<file path="src/hw/rtl/bpru_pkg.sv">
package bpru_pkg;

  // configuration register indexes
  localparam logic [1:0] CfgPixelFormat = 2'd0;
  localparam logic [1:0] CfgImageWidth  = 2'd1;
  localparam logic [1:0] CfgImageHeight = 2'd2;
  localparam logic [1:0] CfgBottomUp    = 2'd3;

  // pixel format codes
  localparam logic [1:0] FmtRgb555 = 2'd0;
  localparam logic [1:0] FmtBgr24  = 2'd1;
  localparam logic [1:0] FmtBgra32 = 2'd2;

  // bytes per pixel
  localparam logic [2:0] BppRgb555 = 3'd2;
  localparam logic [2:0] BppBgr24  = 3'd3;
  localparam logic [2:0] BppBgra32 = 3'd4;

  // 5:5:5 field masks
  localparam logic [15:0] MaskBlue555  = 16'h001F;
  localparam logic [15:0] MaskGreen555 = 16'h03E0;
  localparam logic [15:0] MaskRed555   = 16'h7C00;

  localparam int unsigned DimW   = 13;
  localparam int unsigned CoordW = 12;

endpackage

</file>
<file path="src/hw/rtl/bmp_pixel_row_unpacker.sv">
// bmp_pixel_row_unpacker
// Unpacks the pixel array of an uncompressed bitmap that arrives one byte
// per transaction on the input channel (in_valid_i / in_ready_o, data_byte_i).
// Every 2, 3 or 4 bytes (16-bit 5:5:5, 24-bit BGR, 32-bit BGRA) one pixel
// transaction leaves on the output channel (out_valid_o / out_ready_i) with
// its color components, column, row and a frame_last flag. Row padding to a
// 4-byte boundary is dropped without a pixel.
// The configuration channel (cfg_valid_i, cfg_index_i, cfg_data_i) is always
// ready; the user must write it only while the block is idle, which the block
// itself does not enforce.
// Each accepted byte is first held in the input register; a pixel is loaded
// into the output register as its last byte leaves the input register.
// Throughput: one byte per cycle; the input register and the output register
// each hold one transaction, and the input stage advances whenever the output
// register is empty or being emptied in the same cycle.
// When the receiver stalls, the output register holds its pixel and one more
// byte waits in the input register before in_ready_o drops.
// Reset clears all counters, empties both registers and loads the register
// defaults: 24-bit format, 1x1 image, bottom-up rows.
module bmp_pixel_row_unpacker #(
  parameter int unsigned MAX_WIDTH  = 4096,
  parameter int unsigned MAX_HEIGHT = 4096
) (
  input  logic        clk_i,
  input  logic        rst_ni,
  // configuration
  input  logic        cfg_valid_i,
  output logic        cfg_ready_o,
  input  logic [1:0]  cfg_index_i,
  input  logic [12:0] cfg_data_i,
  // byte input
  input  logic        in_valid_i,
  output logic        in_ready_o,
  input  logic [7:0]  data_byte_i,
  // pixel output
  output logic        out_valid_o,
  input  logic        out_ready_i,
  output logic [7:0]  red_o,
  output logic [7:0]  green_o,
  output logic [7:0]  blue_o,
  output logic [7:0]  alpha_o,
  output logic [11:0] column_o,
  output logic [11:0] row_o,
  output logic        frame_last_o
);
  import bpru_pkg::*;

  localparam logic [31:0] MaxW = 32'(MAX_WIDTH);
  localparam logic [31:0] MaxH = 32'(MAX_HEIGHT);

  // configuration registers
  logic [1:0]      pixel_format_q;
  logic [DimW-1:0] image_width_q;
  logic [DimW-1:0] image_height_q;
  logic            bottom_up_q;

  // input register
  logic       s1_valid_q;
  logic [7:0] s1_byte_q;

  // unpacker state
  logic [1:0]        byte_phase_q, byte_phase_d;
  logic [23:0]       pixel_bytes_q, pixel_bytes_d;
  logic [CoordW-1:0] col_count_q, col_count_d;
  logic [DimW-1:0]   rows_done_q, rows_done_d;
  logic [1:0]        pad_left_q, pad_left_d;

  // output register
  logic              out_valid_q;
  logic [7:0]        red_q, green_q, blue_q, alpha_q;
  logic [CoordW-1:0] column_q, row_q;
  logic              frame_last_q;

  logic              out_free, s1_fire, emit;
  logic [2:0]        bpp;
  logic [DimW-1:0]   w, h, rows_eff, row_full;
  logic [DimW:0]     col_next, rows_next;
  logic              last_col, last_row;
  logic [15:0]       v555;
  logic [7:0]        red_d, green_d, blue_d, alpha_d;
  logic [1:0]        pad_prod;

  assign cfg_ready_o = 1'b1;
  assign out_free    = !out_valid_q || out_ready_i;
  assign in_ready_o  = !s1_valid_q || out_free;
  assign s1_fire     = s1_valid_q && out_free;

  // config decode and dimension clamping
  always_comb begin
    case (pixel_format_q)
      FmtRgb555: bpp = BppRgb555;
      FmtBgra32: bpp = BppBgra32;
      default:   bpp = BppBgr24;
    endcase
    if (image_width_q == '0) begin
      w = DimW'(1);
    end else if (32'(image_width_q) > MaxW) begin
      w = MaxW[DimW-1:0];
    end else begin
      w = image_width_q;
    end
    if (image_height_q == '0) begin
      h = DimW'(1);
    end else if (32'(image_height_q) > MaxH) begin
      h = MaxH[DimW-1:0];
    end else begin
      h = image_height_q;
    end
  end

  // pixel assembly, coordinates and state update
  always_comb begin
    byte_phase_d  = byte_phase_q;
    pixel_bytes_d = pixel_bytes_q;
    col_count_d   = col_count_q;
    rows_done_d   = rows_done_q;
    pad_left_d    = pad_left_q;
    emit          = 1'b0;

    v555     = {s1_byte_q, pixel_bytes_q[7:0]};
    rows_eff = (rows_done_q >= h) ? '0 : rows_done_q;
    row_full = bottom_up_q ? (h - DimW'(1) - rows_eff) : rows_eff;
    col_next = {2'b00, col_count_q} + (DimW+1)'(1);
    rows_next = {1'b0, rows_eff} + (DimW+1)'(1);
    last_col = col_next >= {1'b0, w};
    last_row = rows_next >= {1'b0, h};
    pad_prod = 2'(bpp[1:0] * w[1:0]);

    alpha_d = '0;
    if (pixel_format_q == FmtRgb555) begin
      blue_d  = 8'(v555 & MaskBlue555);
      green_d = 8'((v555 & MaskGreen555) >> 5);
      red_d   = 8'((v555 & MaskRed555) >> 10);
    end else begin
      blue_d  = pixel_bytes_q[7:0];
      green_d = pixel_bytes_q[15:8];
      if (pixel_format_q == FmtBgra32) begin
        red_d   = pixel_bytes_q[23:16];
        alpha_d = s1_byte_q;
      end else begin
        red_d = s1_byte_q;
      end
    end

    if (s1_fire) begin
      if (pad_left_q != '0) begin
        pad_left_d = pad_left_q - 2'd1;
      end else if (({1'b0, byte_phase_q} + 3'd1) < bpp) begin
        pixel_bytes_d = pixel_bytes_q | (24'(s1_byte_q) << {byte_phase_q, 3'b000});
        byte_phase_d  = byte_phase_q + 2'd1;
      end else begin
        emit          = 1'b1;
        byte_phase_d  = '0;
        pixel_bytes_d = '0;
        rows_done_d   = rows_eff;
        if (last_col) begin
          col_count_d = '0;
          pad_left_d  = 2'd0 - pad_prod;
          rows_done_d = last_row ? '0 : rows_next[DimW-1:0];
        end else begin
          col_count_d = col_next[CoordW-1:0];
        end
      end
    end
  end

  // control registers
  always_ff @(posedge clk_i or negedge rst_ni) begin
    if (!rst_ni) begin
      pixel_format_q <= FmtBgr24;
      image_width_q  <= DimW'(1);
      image_height_q <= DimW'(1);
      bottom_up_q    <= 1'b1;
      s1_valid_q     <= 1'b0;
      out_valid_q    <= 1'b0;
      byte_phase_q   <= '0;
      pixel_bytes_q  <= '0;
      col_count_q    <= '0;
      rows_done_q    <= '0;
      pad_left_q     <= '0;
    end else begin
      if (cfg_valid_i) begin
        unique case (cfg_index_i)
          CfgPixelFormat: pixel_format_q <= cfg_data_i[1:0];
          CfgImageWidth:  image_width_q  <= cfg_data_i;
          CfgImageHeight: image_height_q <= cfg_data_i;
          CfgBottomUp:    bottom_up_q    <= cfg_data_i[0];
          default:        ;
        endcase
      end
      if (in_ready_o) begin
        s1_valid_q <= in_valid_i;
      end
      if (emit) begin
        out_valid_q <= 1'b1;
      end else if (out_ready_i) begin
        out_valid_q <= 1'b0;
      end
      byte_phase_q  <= byte_phase_d;
      pixel_bytes_q <= pixel_bytes_d;
      col_count_q   <= col_count_d;
      rows_done_q   <= rows_done_d;
      pad_left_q    <= pad_left_d;
    end
  end

  // payload registers
  always_ff @(posedge clk_i) begin
    if (in_ready_o && in_valid_i) begin
      s1_byte_q <= data_byte_i;
    end
    if (emit) begin
      red_q        <= red_d;
      green_q      <= green_d;
      blue_q       <= blue_d;
      alpha_q      <= alpha_d;
      column_q     <= col_count_q;
      row_q        <= row_full[CoordW-1:0];
      frame_last_q <= last_col && last_row;
    end
  end

  assign out_valid_o  = out_valid_q;
  assign red_o        = red_q;
  assign green_o      = green_q;
  assign blue_o       = blue_q;
  assign alpha_o      = alpha_q;
  assign column_o     = column_q;
  assign row_o        = row_q;
  assign frame_last_o = frame_last_q;

  // padding is only skipped between pixels
  assert property (@(posedge clk_i) disable iff (!rst_ni)
    (pad_left_q != 2'd0) |-> (byte_phase_q == 2'd0))
    else $error("padding pending in the middle of a pixel");

  // an empty output register never blocks the input
  assert property (@(posedge clk_i) disable iff (!rst_ni)
    !out_valid_q |-> in_ready_o)
    else $error("input stalled with empty output register");

  // a frame end restarts the row count and column count
  assert property (@(posedge clk_i) disable iff (!rst_ni)
    (emit && last_col && last_row) |=> (rows_done_q == '0 && col_count_q == '0))
    else $error("counters not cleared at frame end");

  // a pixel is never loaded over one that is not being taken
  assert property (@(posedge clk_i) disable iff (!rst_ni)
    emit |-> (!out_valid_q || out_ready_i))
    else $error("output register overwritten");

endmodule

</file>
<file path="config.mk">
export PLATFORM = sky130hd
export DESIGN_NAME = bmp_pixel_row_unpacker
export DESIGN_NICKNAME = d
export VERILOG_FILES = /design/src/hw/rtl/bpru_pkg.sv /design/src/hw/rtl/bmp_pixel_row_unpacker.sv
export SDC_FILE = /design/constraint.sdc
export NUM_CORES = 1
export LEC_CHECK = 0
export ABC_CLOCK_PERIOD_IN_PS = 4500
export BUFFER_PORTS_ARGS = -buffer_cell sky130_fd_sc_hd__buf_2
export CAP_MARGIN = 15
export CELL_PAD_IN_SITES_DETAIL_PLACEMENT = 0
export CELL_PAD_IN_SITES_GLOBAL_PLACEMENT = 2
export CORE_MARGIN = 2
export CORE_UTILIZATION = 35
export DETAILED_ROUTE_END_ITERATION = 12
export PLACE_DENSITY_LB_ADDON = 0.25
export REMOVE_ABC_BUFFERS = 1
export SLEW_MARGIN = 0
export SYNTH_ARGS = -nofsm -noshare
export SYNTH_HDL_FRONTEND = slang
export SYNTH_SLANG_ARGS = --single-unit
</file>
<file path="constraint.sdc">
create_clock -name clk_i -period 4.5 [get_ports clk_i]
set_clock_uncertainty 0.15 [all_clocks]
set_input_delay 0.45 -clock clk_i [delete_from_list [all_inputs] [get_ports clk_i]]
set_output_delay 0.45 -clock clk_i [all_outputs]
set_load 0.005 [all_outputs]
</file>
==> results of run 1 <==
==> layer usage <==
metal / GRT usage / up-vias / wire length, microns
li1: - / 2866 / -
met1: 0.2269 / 2855 / 9110
met2: 0.2723 / 128 / 9265
met3: 0.02920 / 20 / 721
met4: 0.05335 / 0 / 266
met5: 0 / - / 0
==> worst reg2reg max path: cells and delay by family, from the launching register on <==
kind	cells	cell delay, ns
buf+inv	1	0.08
compound gates	10	1.52
simple gates	11	1.83
fa+ha+maj	3	0.58
flops	1	0.39
xor+xnor	1	0.09
==> repair_timing <==
| item | in CTS | in global routing |
|---|---|---|
| hold endpoints to repair | 50 | 0 |
| gates cloned | 0 | 0 |
| setup buffers | 14 | 10 |
| pin swaps | 25 | 35 |
| hold buffers | 1 | 0 |
| resized for setup | 21 | 27 |
| setup endpoints to repair | 16 | 18 |
==> area by class of cell <==
type,instances,area share
inverters,27,0.01044
repair buffers,166,0.1058
clock inverters,14,0.01299
flip-flops and latches,149,0.4131
multi-input cells,509,0.3777
diodes,2,0.0005094
clock buffers,18,0.04368
well taps,280,0.03566
==> worst max path at each step <==
| stage | start | end | depth (start not counted) |
|---|---|---|---|
| detailed placement | image_height_q[1] | rows_done_q[10] | 26 |
| CTS | image_height_q[5] | rows_done_q[10] | 26 |
| global route | image_height_q[1] | rows_done_q[9] | 26 |
| finish | image_height_q[1] | rows_done_q[10] | 26 |
| global placement | image_height_q[1] | rows_done_q[4] | 26 |
| floorplan | image_height_q[4] | rows_done_q[11] | 26 |
==> placed cells by master, fill, tap and decap left out, types with 11 or more instances in the layout <==
master,instances
nor2b_1,11
nor2_1,46
dfrtp_1,80
inv_1,22
xor2_1,14
clkbuf_16,17
o21ai_0,27
a21oi_1,41
nand2b_1,11
xnor2_1,14
nand3_1,18
buf_4,79
ha_1,46
mux2_2,34
edfxtp_1,65
buf_2,85
nand2_1,89
o21ai_1,23
==> power groups by stage <==
stage	Combinational (mW)	Clock, mW	Sequential, mW
after global routing	2.07	1.44	2.17
after global placement	1.67	0	2.13
final	1.84	1.36	2.12
after floorplan	1.00	0	2.12
after detailed placement	1.71	0	2.15
after CTS	1.78	1.38	2.12
==> cells by family (layout without fill, tap and decap cells) <==
logic type,Yosys count,in the layout,synth area share
other cells,1,3,0.0004834
xor+xnor,29,29,0.03274
flops,149,149,0.5232
buf+inv,54,225,0.02887
simple gates,237,237,0.1458
compound gates,146,146,0.1205
mux,40,40,0.05710
fa+ha+maj,56,56,0.09129
==> metrics by stage <==
step	setup TNS [ns]	cells	hold WS, ns	power (mW)	utilization
floorplan	-6.682	685	0.004409	3.126	-
global placement	-3.186	1113	0.2925	3.800	0.4084
detailed placement	-5.729	1113	0.2927	3.851	0.4084
CTS	-1.690	1160	0.04131	5.288	0.4429
global route	-6.653	1165	0.04307	5.683	0.4516
finish	-1.764	1165	0.05894	5.322	0.4516
==> registers in the layout, indices dropped and copies added (netlist names), 8 cells and up <==
signal and count:
alpha_o 8, blue_o 8, col_count_q 12, column_o 12, green_o 8, image_height_q 13
image_width_q 13, pixel_bytes_q 24, red_o 8, row_o 12, rows_done_q 13, s1_byte_q 8
==> cells in the mapped netlist (2+ instances only) <==
cell type / number
nor3_1: 9
dfstp_2: 4
nor3b_2: 2
buf_1: 2
a21oi_1: 44
o21ai_1: 23
or2_1: 2
nor3b_1: 2
nand2_1: 94
edfxtp_1: 65
nand3b_1: 3
o21a_1: 2
xnor2_1: 15
o41ai_2: 2
o21ai_0: 29
a21o_1: 5
a211oi_1: 5
buf_2: 8
inv_1: 25
a22o_1: 8
nor2b_1: 11
nor2_1: 49
o211ai_1: 5
mux2i_1: 6
buf_4: 3
nand4_1: 6
a41oi_1: 2
xor2_1: 14
inv_2: 2
a31oi_1: 4
nand3_1: 19
dfrtp_1: 80
mux2_2: 34
or2_2: 2
clkbuf_1: 14
ha_1: 55
and3_1: 6
o41ai_1: 2
and2_1: 9
nand2b_1: 11
nor4_1: 5
==> impl_metrics.json, run 1 <==
{
  "fp-row-count": 54,
  "start_util": 0.3566,
  "fp.coreArea_sq_um": 21760,
  "period_share": 1.042,
  "netlist_area_sq_um": 7757,
  "reg2reg_to": "rows_done_q[10]",
  "dp_hpwl_microns": 13900,
  "critPathTopFamily": "simple AND/OR/NAND/NOR gates",
  "yosys.area.top_type_share": 0.2581,
  "cts_tree": "yes",
  "clock_sinks": 149,
  "synthCells": 712,
  "final_area_sq_um": 9824,
  "cp_max_fo": 7,
  "fin_crit_ns": 4.691,
  "r2r_cells": 26,
  "cp_slowest_stage_delay_ns": 0.39,
  "power_per_cell_area_nw_per_um2": 541.7,
  "drt_iter0_drc": 271,
  "placed_area_sq_um": 8885,
  "criticalPathCategory": "register to register",
  "cp-start-kind": "register",
  "vias_per_cell": 5.038,
  "multiInputGateArea_sq_um": 3711,
  "internal_power_mw": 3.451,
  "ff2ff_setup_slack_ns": -0.19,
  "cp.arrival_ns": 4.91,
  "postRouteWirelength_microns": 19360,
  "p_leak_nw": 4.365,
  "slew_viol_final": 0,
  "drc": 0,
  "ant_nets": 0,
  "gp_congestion": 0.8347,
  "finalHoldViolations": 0,
  "die_w_microns": 152.9,
  "cp_slowest_cell": "dfrtp_1",
  "routedWlPerCell_microns": 16.62,
  "pwr-share-comb": 0.347,
  "crit_path_frequent_cell": "nor2_4",
  "violations": "setup timing",
  "worstMarginPinSlew_ns": 0.8064,
  "status": "finished, violations left",
  "nets": 954,
  "grt-ovfl-total": 0,
  "area_delta_synth_final_pct": 26.65,
  "r2r-start": "image_height_q[1]",
  "synth_top_cell_by_area": "dfrtp_1",
  "drive_above_1_share": 0.3273,
  "ys_ff_latch": 149,
  "clock_path_buffers": 2,
  "setup_viol": 13,
  "register_area_sq_um": 4059,
  "switching_power_mw": 1.870,
  "antenna_found_initial": 2,
  "hp-class": "input port to register",
  "grt_pass1_vias": 5812,
  "synthArstFlopShare": 0.5638,
  "timing.fmax_ghz": 0.2132,
  "hold_depth": 1,
  "clkPwrFrac": 0.255,
  "crit_required_ns": 4.71,
  "cts.clk_slew.worst_paths_ns": 0.08,
  "synthDistinctLibCells": 65,
  "first_pass_iters": 5,
  "die_area_sq_um": 23370,
  "cts_root_buf": "clkbuf_16",
  "fin_ws_ns": -0.1912,
  "yosysSeqAreaShare": 0.5232,
  "grt_max_degree": 68,
  "port-buffer-count": 86,
  "synth_area_leaders": "dfrtp_1 (26%), edfxtp_1 (25%), ha_1 (8.9%)",
  "critPathCaptureType": "register",
  "vias": 5869,
  "synth_edf_count": 65,
  "avgSynthCellArea_sq_um": 10.90,
  "dp_slack_ns": -0.4678,
  "grt_pass1_wl_microns": 31010,
  "numCtsBuffers": 17,
  "p_seq_frac": 0.399,
  "grtUsageTotal": 0.1668,
  "synth_flop_cell": "dfrtp_1",
  "htree_levels": 4,
  "die_y_microns": 152.9,
  "switching_share": 0.3514,
  "path_buf_inv": 1,
  "rsz0062_at_grt": "true",
  "io_pins": 88,
  "fillers": 2088,
  "slew_headroom": 0.4624,
  "hold_path_end": "s1_byte_q[0]",
  "yosysWarnings": 0,
  "ir_drop_mv": 0.2333,
  "drv_cap": 0,
  "clock_latency_ns": 0.42,
  "worstHoldStart": "data_byte_i[0]"
}
No activity file was read; power rests on OpenSTA's default activity.
==> run 2: changes to the inputs <==
--- a/config.mk
+++ b/config.mk
@@ -5,13 +5,14 @@
 export SDC_FILE = /design/constraint.sdc
 export NUM_CORES = 1
 export LEC_CHECK = 0
+export ABC_AREA = 1
 export ABC_CLOCK_PERIOD_IN_PS = 4500
 export BUFFER_PORTS_ARGS = -buffer_cell sky130_fd_sc_hd__buf_2
 export CAP_MARGIN = 15
 export CELL_PAD_IN_SITES_DETAIL_PLACEMENT = 0
 export CELL_PAD_IN_SITES_GLOBAL_PLACEMENT = 2
 export CORE_MARGIN = 2
-export CORE_UTILIZATION = 35
+export CORE_UTILIZATION = 33
 export DETAILED_ROUTE_END_ITERATION = 12
 export PLACE_DENSITY_LB_ADDON = 0.25
 export REMOVE_ABC_BUFFERS = 1
==> run 2 against run 1 <==
  * Largest cell class is now multi-input gates
  * Global-route usage increased by 1.2 points
  * Register-to-register slack better by 0.30 ns
  * Worst hold slack got worse by 0.0096 ns
  * Die area rose by 12%
  * Critical endpoint is now frame_last_o
  * Worst setup slack better by 0.30 ns
  * Via count up 17%
  * First-iteration DRC count is 56% higher
  * Largest power group is now combinational cells
  * Combinational power is 58% higher
  * Critical path depth rose by 5
  * The flow now finishes without violations
  * Core utilization is 1.0 points lower
==> impl_metrics.json, run 2 <==
{
  "r2r-start": "image_height_q[7]",
  "hp-class": "input port to register",
  "first_pass_iters": 4,
  "fp-row-count": 57,
  "drive_above_1_share": 0.2923,
  "antenna_found_initial": 0,
  "utilization": 0.4413,
  "antenna_cells": 0,
  "synth_top_cell_by_area": "dfrtp_1",
  "yosys.area.top_type_share": 0.2440,
  "reg2reg_to": "frame_last_o",
  "crit_required_ns": 4.53,
  "postRouteWirelength_microns": 22700,
  "crit_path_frequent_cell": "inv_2",
  "drt_iter0_drc": 422,
  "slew_viol_final": 0,
  "ys_ff_latch": 149,
  "mostFrequentLayoutCells": "nand2_1 (185), inv_1 (123), buf_2 (85)",
  "timing.fmax_ghz": 0.2277,
  "yosysSeqAreaShare": 0.4947,
  "synth_edf_count": 65,
  "ant_nets": 0,
  "synth_flop_cell": "dfrtp_1",
  "port-buffer-count": 86,
  "clock_sinks": 149,
  "finalHoldViolations": 0,
  "area_delta_synth_final_pct": 31.20,
  "start_util": 0.3364,
  "ff2ff_setup_slack_ns": 0.11,
  "synth_common_cells": "nand2_1 (210), inv_1 (139), nor2_1 (93), dfrtp_1 (80), o21ai_0 (66)",
  "drv_cap": 0,
  "total_power_mw": 6.637,
  "fin_crit_ns": 4.392,
  "largest_reg_flops": 24,
  "synthCells": 958,
  "yosysWarnings": 0,
  "register_area_sq_um": 4059,
  "hold-worst-slack_ns": 0.04932,
  "synthDistinctLibCells": 44,
  "vias_per_cell": 4.706,
  "multiInputGateArea_sq_um": 4068,
  "htree_levels": 4,
  "startpoint": "image_height_q[7]",
  "die_area_sq_um": 26140,
  "fp.coreArea_sq_um": 24390,
  "r2r_cells": 31,
  "synth.most_common_cell": "nand2_1",
  "status": "finished, final reports clean",
  "p_leak_nw": 5.084,
  "grt_pass1_wl_microns": 36320,
  "io_pins": 88,
  "path_buf_inv": 8,
  "slew_headroom": 0.3423,
  "final_common_cell": "nand2_1",
  "gp_congestion": 0.8367,
  "nets": 1207,
  "clock_path_buffers": 2,
  "dp_hpwl_microns": 16270,
  "grtUsageTotal": 0.1792,
  "cp_slowest_stage_delay_ns": 0.39,
  "grt_max_degree": 114,
  "cp_slowest_cell": "dfrtp_1",
  "cp.arrival_ns": 4.43,
  "setup_viol": 0,
  "cts_tree": "yes",
  "synth_area_leaders": "dfrtp_1 (24%), edfxtp_1 (24%), nand2_1 (9.6%)",
  "fillers": 2507,
  "critPathTopFamily": "simple AND/OR/NAND/NOR gates",
  "cp.depth": 31,
  "clock_latency_ns": 0.43,
  "netlist_area_sq_um": 8204,
  "ir_drop_mv": 0.3616,
  "regMostFlops": "pixel_bytes_q",
  "die_y_microns": 161.7,
  "avgSynthCellArea_sq_um": 8.564,
  "synthArstFlopShare": 0.5638,
  "worstSetupEndpoint": "frame_last_o",
  "power_per_cell_area_nw_per_um2": 616.6,
  "grt_pass1_vias": 6653,
  "cts.clk_slew.worst_paths_ns": 0.07,
  "cp-start-kind": "register",
  "critPathCaptureType": "register",
  "criticalPathCategory": "register to register",
  "cp_max_fo": 5,
  "grt-ovfl-total": 0,
  "cts_root_buf": "clkbuf_16",
  "die_w_microns": 161.7,
  "vias": 6871,
  "worstMarginPinSlew_ns": 0.9790,
  "final_cells": 1460,
  "rsz0062_at_grt": "true",
  "drc": 0,
  "period_share": 0.9759,
  "numCtsBuffers": 17,
  "dp.cells": 1404,
  "routedWlPerCell_microns": 15.55
}
## run 2: logic make-up (layout without fill, tap and decap cells)
kind of cell	count (synthesis)	count (layout)	synth area share
other cells	1	1	0.0004571
buf+inv	165	342	0.07778
fa+ha+maj	56	56	0.08632
xor+xnor	11	11	0.01174
flops	149	149	0.4947
simple gates	423	424	0.2272
compound gates	153	153	0.1017
## run 2: how the worst min path moves through the flow
stage,startpoint,to,slack (ns),cells after the start
after detailed placement,pixel_bytes_q[1],blue_o[1],0.29,0
after CTS,data_byte_i[5],s1_byte_q[5],0.03,1
after global routing,data_byte_i[5],s1_byte_q[5],0.03,1
after floorplan,rst_ni,byte_phase_q[0],0.004,0
final,data_byte_i[7],s1_byte_q[7],0.05,1
after global placement,pixel_bytes_q[0],blue_o[0],0.29,0
## run 2: timing repair
item,in CTS,in global routing
pin swaps,28,54
hold buffers,1,0
endpoints found under the setup margin,14,20
resized for setup,50,91
setup buffers,17,6
cloned,1,0
endpoints found under the hold margin,47,0
## run 2: area by class of cell
type,instances,share of cell area
Clock buffer,18,0.04080
Inverter,145,0.05103
Sequential cell,149,0.3771
Clock inverter,14,0.01744
Timing Repair Buffer,165,0.09810
Tap cell,324,0.03766
Multi-Input combinational cell,645,0.3779
## run 2: metrics by stage
| stage | setup WS, ns | setup TNS, ns | cell area (sq um) |
|---|---|---|---|
| after floorplan | -2.870 | -194.99 | 8110 |
| after global placement | -0.1992 | -1.707 | 9389 |
| after detailed placement | -0.2000 | -1.804 | 9389 |
| after CTS | 0.001890 | 0 | 10370 |
| after global routing | -0.2287 | -2.664 | 10760 |
| final | 0.1084 | 0 | 10760 |
## run 2: power breakdown
| part | switching (mW) | leakage (nW) | internal, mW |
|---|---|---|---|
| Combinational | 1.77 | 3.09 | 1.13 |
| Clock | 0.634 | 0.305 | 0.907 |
| Sequential | 0.245 | 1.69 | 1.95 |
## run 2: routing by layer
| metal | wire length, microns | track usage |
|---|---|---|
| met3 | 865 | 0.02962 |
| met2 | 10250 | 0.2832 |
| met1 | 11160 | 0.2538 |
| met4 | 426 | 0.05390 |
| met5 | 0 | 0 |
==> run 3: changes to the inputs <==
--- a/config.mk
+++ b/config.mk
@@ -16,6 +16,7 @@
 export DETAILED_ROUTE_END_ITERATION = 12
 export PLACE_DENSITY_LB_ADDON = 0.25
 export REMOVE_ABC_BUFFERS = 1
+export SETUP_SLACK_MARGIN = 0.5
 export SLEW_MARGIN = 0
 export SYNTH_ARGS = -nofsm -noshare
 export SYNTH_HDL_FRONTEND = slang
==> run 3 against run 2 <==
  * Routed wire length grew 2.2%
  * Power grew 3.8%
  * Sequential share of layout area shrank 1.2 points
  * Flip-flop and latch count is the same
  * Via count grew 1.1%
  * Worst hold slack is essentially flat
  * Fmax shrank 1.9%
  * Critical path depth is the same
  * Combinational power grew 8.6%
  * Critical path type unchanged
  * Non-clock buffer count grew 10
  * Final area grew 3.2%
  * Register-to-register slack lost 0.09 ns
==> impl_metrics.json, run 3 (synthesis gave the netlist of run 2 again) <==
{
  "fin_ws_ns": 0.02237,
  "grt_pass1_vias": 6730,
  "drc": 0,
  "die_w_microns": 161.7,
  "grt_pass1_wl_microns": 36550,
  "clock_path_buffers": 2,
  "criticalPathCategory": "register to register",
  "io_pins": 88,
  "clock_sinks": 149,
  "multiInputGateArea_sq_um": 4310,
  "grt_max_degree": 114,
  "vias_per_cell": 4.725,
  "postRouteWirelength_microns": 23210,
  "antenna_cells": 0,
  "mostFrequentLayoutCells": "nand2_1 (181), inv_1 (121), buf_2 (85)",
  "htree_levels": 4,
  "power_per_cell_area_nw_per_um2": 620.1,
  "drv_cap": 0,
  "crit_path_frequent_cell": "buf_4",
  "start_util": 0.3364,
  "gp_congestion": 0.8367,
  "slew_headroom": 0.3414,
  "register_area_sq_um": 4059,
  "status": "finished, final reports clean",
  "die_area_sq_um": 26140,
  "fin_crit_ns": 4.478,
  "slew_viol_final": 0,
  "port-buffer-count": 86,
  "regMostFlops": "pixel_bytes_q",
  "largest_reg_flops": 24,
  "hp-class": "input port to register",
  "cp_slowest_stage_delay_ns": 0.36,
  "critPathCaptureType": "register",
  "hold-worst-slack_ns": 0.04885,
  "cts_root_buf": "clkbuf_16",
  "ir_drop_mv": 0.3568,
  "dp_hpwl_microns": 16270,
  "cp_slowest_cell": "dfrtp_1",
  "timing.fmax_ghz": 0.2233,
  "cts.clk_slew.worst_paths_ns": 0.07,
  "rsz0062_at_grt": "true",
  "dp_slack_ns": -0.2000,
  "cp.arrival_ns": 4.51,
  "drive_above_1_share": 0.3246,
  "grt-ovfl-total": 0,
  "first_pass_iters": 4,
  "dp.cells": 1404,
  "cp-start-kind": "register",
  "die_y_microns": 161.7,
  "vias": 6946,
  "setup_tns_ns": 0,
  "fp.coreArea_sq_um": 24390,
  "nets": 1217,
  "area_delta_synth_final_pct": 35.44,
  "hold_depth": 1,
  "clock_latency_ns": 0.43,
  "routedWlPerCell_microns": 15.79,
  "cts_tree": "yes",
  "r2r_cells": 31,
  "fp-row-count": 57,
  "antenna_found_initial": 0,
  "final_common_cell": "nand2_1",
  "setup_viol": 0,
  "p_leak_nw": 5.172,
  "cp_max_fo": 5,
  "finalHoldViolations": 0,
  "period_share": 0.9950,
  "fillers": 2461,
  "ant_nets": 0,
  "numCtsBuffers": 17,
  "grtUsageTotal": 0.1802,
  "crit_required_ns": 4.53,
  "final_cells": 1470,
  "drt_iter0_drc": 477,
  "worstMarginPinSlew_ns": 0.9804
}
-- run 3: final timing paths --
path | startpoint | to | slack (ns)
max reg2reg | image_height_q[4] | frame_last_o | 0.02
min | data_byte_i[7] | s1_byte_q[7] | 0.05
max | image_height_q[4] | frame_last_o | 0.02
max in group asynchronous | rst_ni | pixel_bytes_q[12] | 2.75
min in group asynchronous | rst_ni | pixel_bytes_q[2] | 0.48
min reg2reg | pixel_bytes_q[3] | blue_o[3] | 0.30
-- run 3: area by class of cell --
cell class              instances  share of cell area
multi-input cells             645              0.3879
clock inverters                14             0.01689
flip-flops and latches        149              0.3653
inverters                     145             0.04943
well taps                     324             0.03648
repair buffers                175              0.1045
clock buffers                  18             0.03952
-- run 3: per-layer routing --
| layer | vias to the layer above | share of wire | track usage |
|---|---|---|---|
| li1 | 3525 | - | - |
| met3 | 23 | 0.036 | 0.02988 |
| met2 | 143 | 0.46 | 0.2859 |
| met1 | 3255 | 0.48 | 0.2539 |
| met4 | 0 | 0.018 | 0.05511 |
| met5 | - | 0 | 0 |
-- run 3: power by group --
part | leakage [nW] | internal (mW) | switching [mW]
logic | 3.18 | 1.27 | 1.88
registers | 1.69 | 1.95 | 0.244
clock network | 0.305 | 0.907 | 0.638
-- run 3: metrics by stage --
| stage | util | power, mW | instance area [sq um] |
|---|---|---|---|
| floorplan | - | 3.761 | 8110 |
| detailed placement | 0.3849 | 4.732 | 9389 |
| CTS | 0.4347 | 6.618 | 10600 |
| finish | 0.4556 | 6.890 | 11110 |
| global route | 0.4556 | 7.426 | 11110 |
| global placement | 0.3849 | 4.725 | 9389 |
-- run 3: what timing repair did --
item / 4_1_cts / 5_1_grt
pin swaps: 41 / 58
gates resized for setup: 99 / 101
gates cloned: 1 / 0
setup endpoints to repair: 23 / 24
setup buffers: 23 / 9
hold buffers: 1 / 0
endpoints found under the hold margin: 47 / 0
-- run 3: critical path: cells and delay by family, from the launching register on --
family	cells	cell delay (ns)
compound gates	3	0.45
simple gates	14	1.76
flops	1	0.36
buf+inv	12	1.07
fa+ha+maj	2	0.46
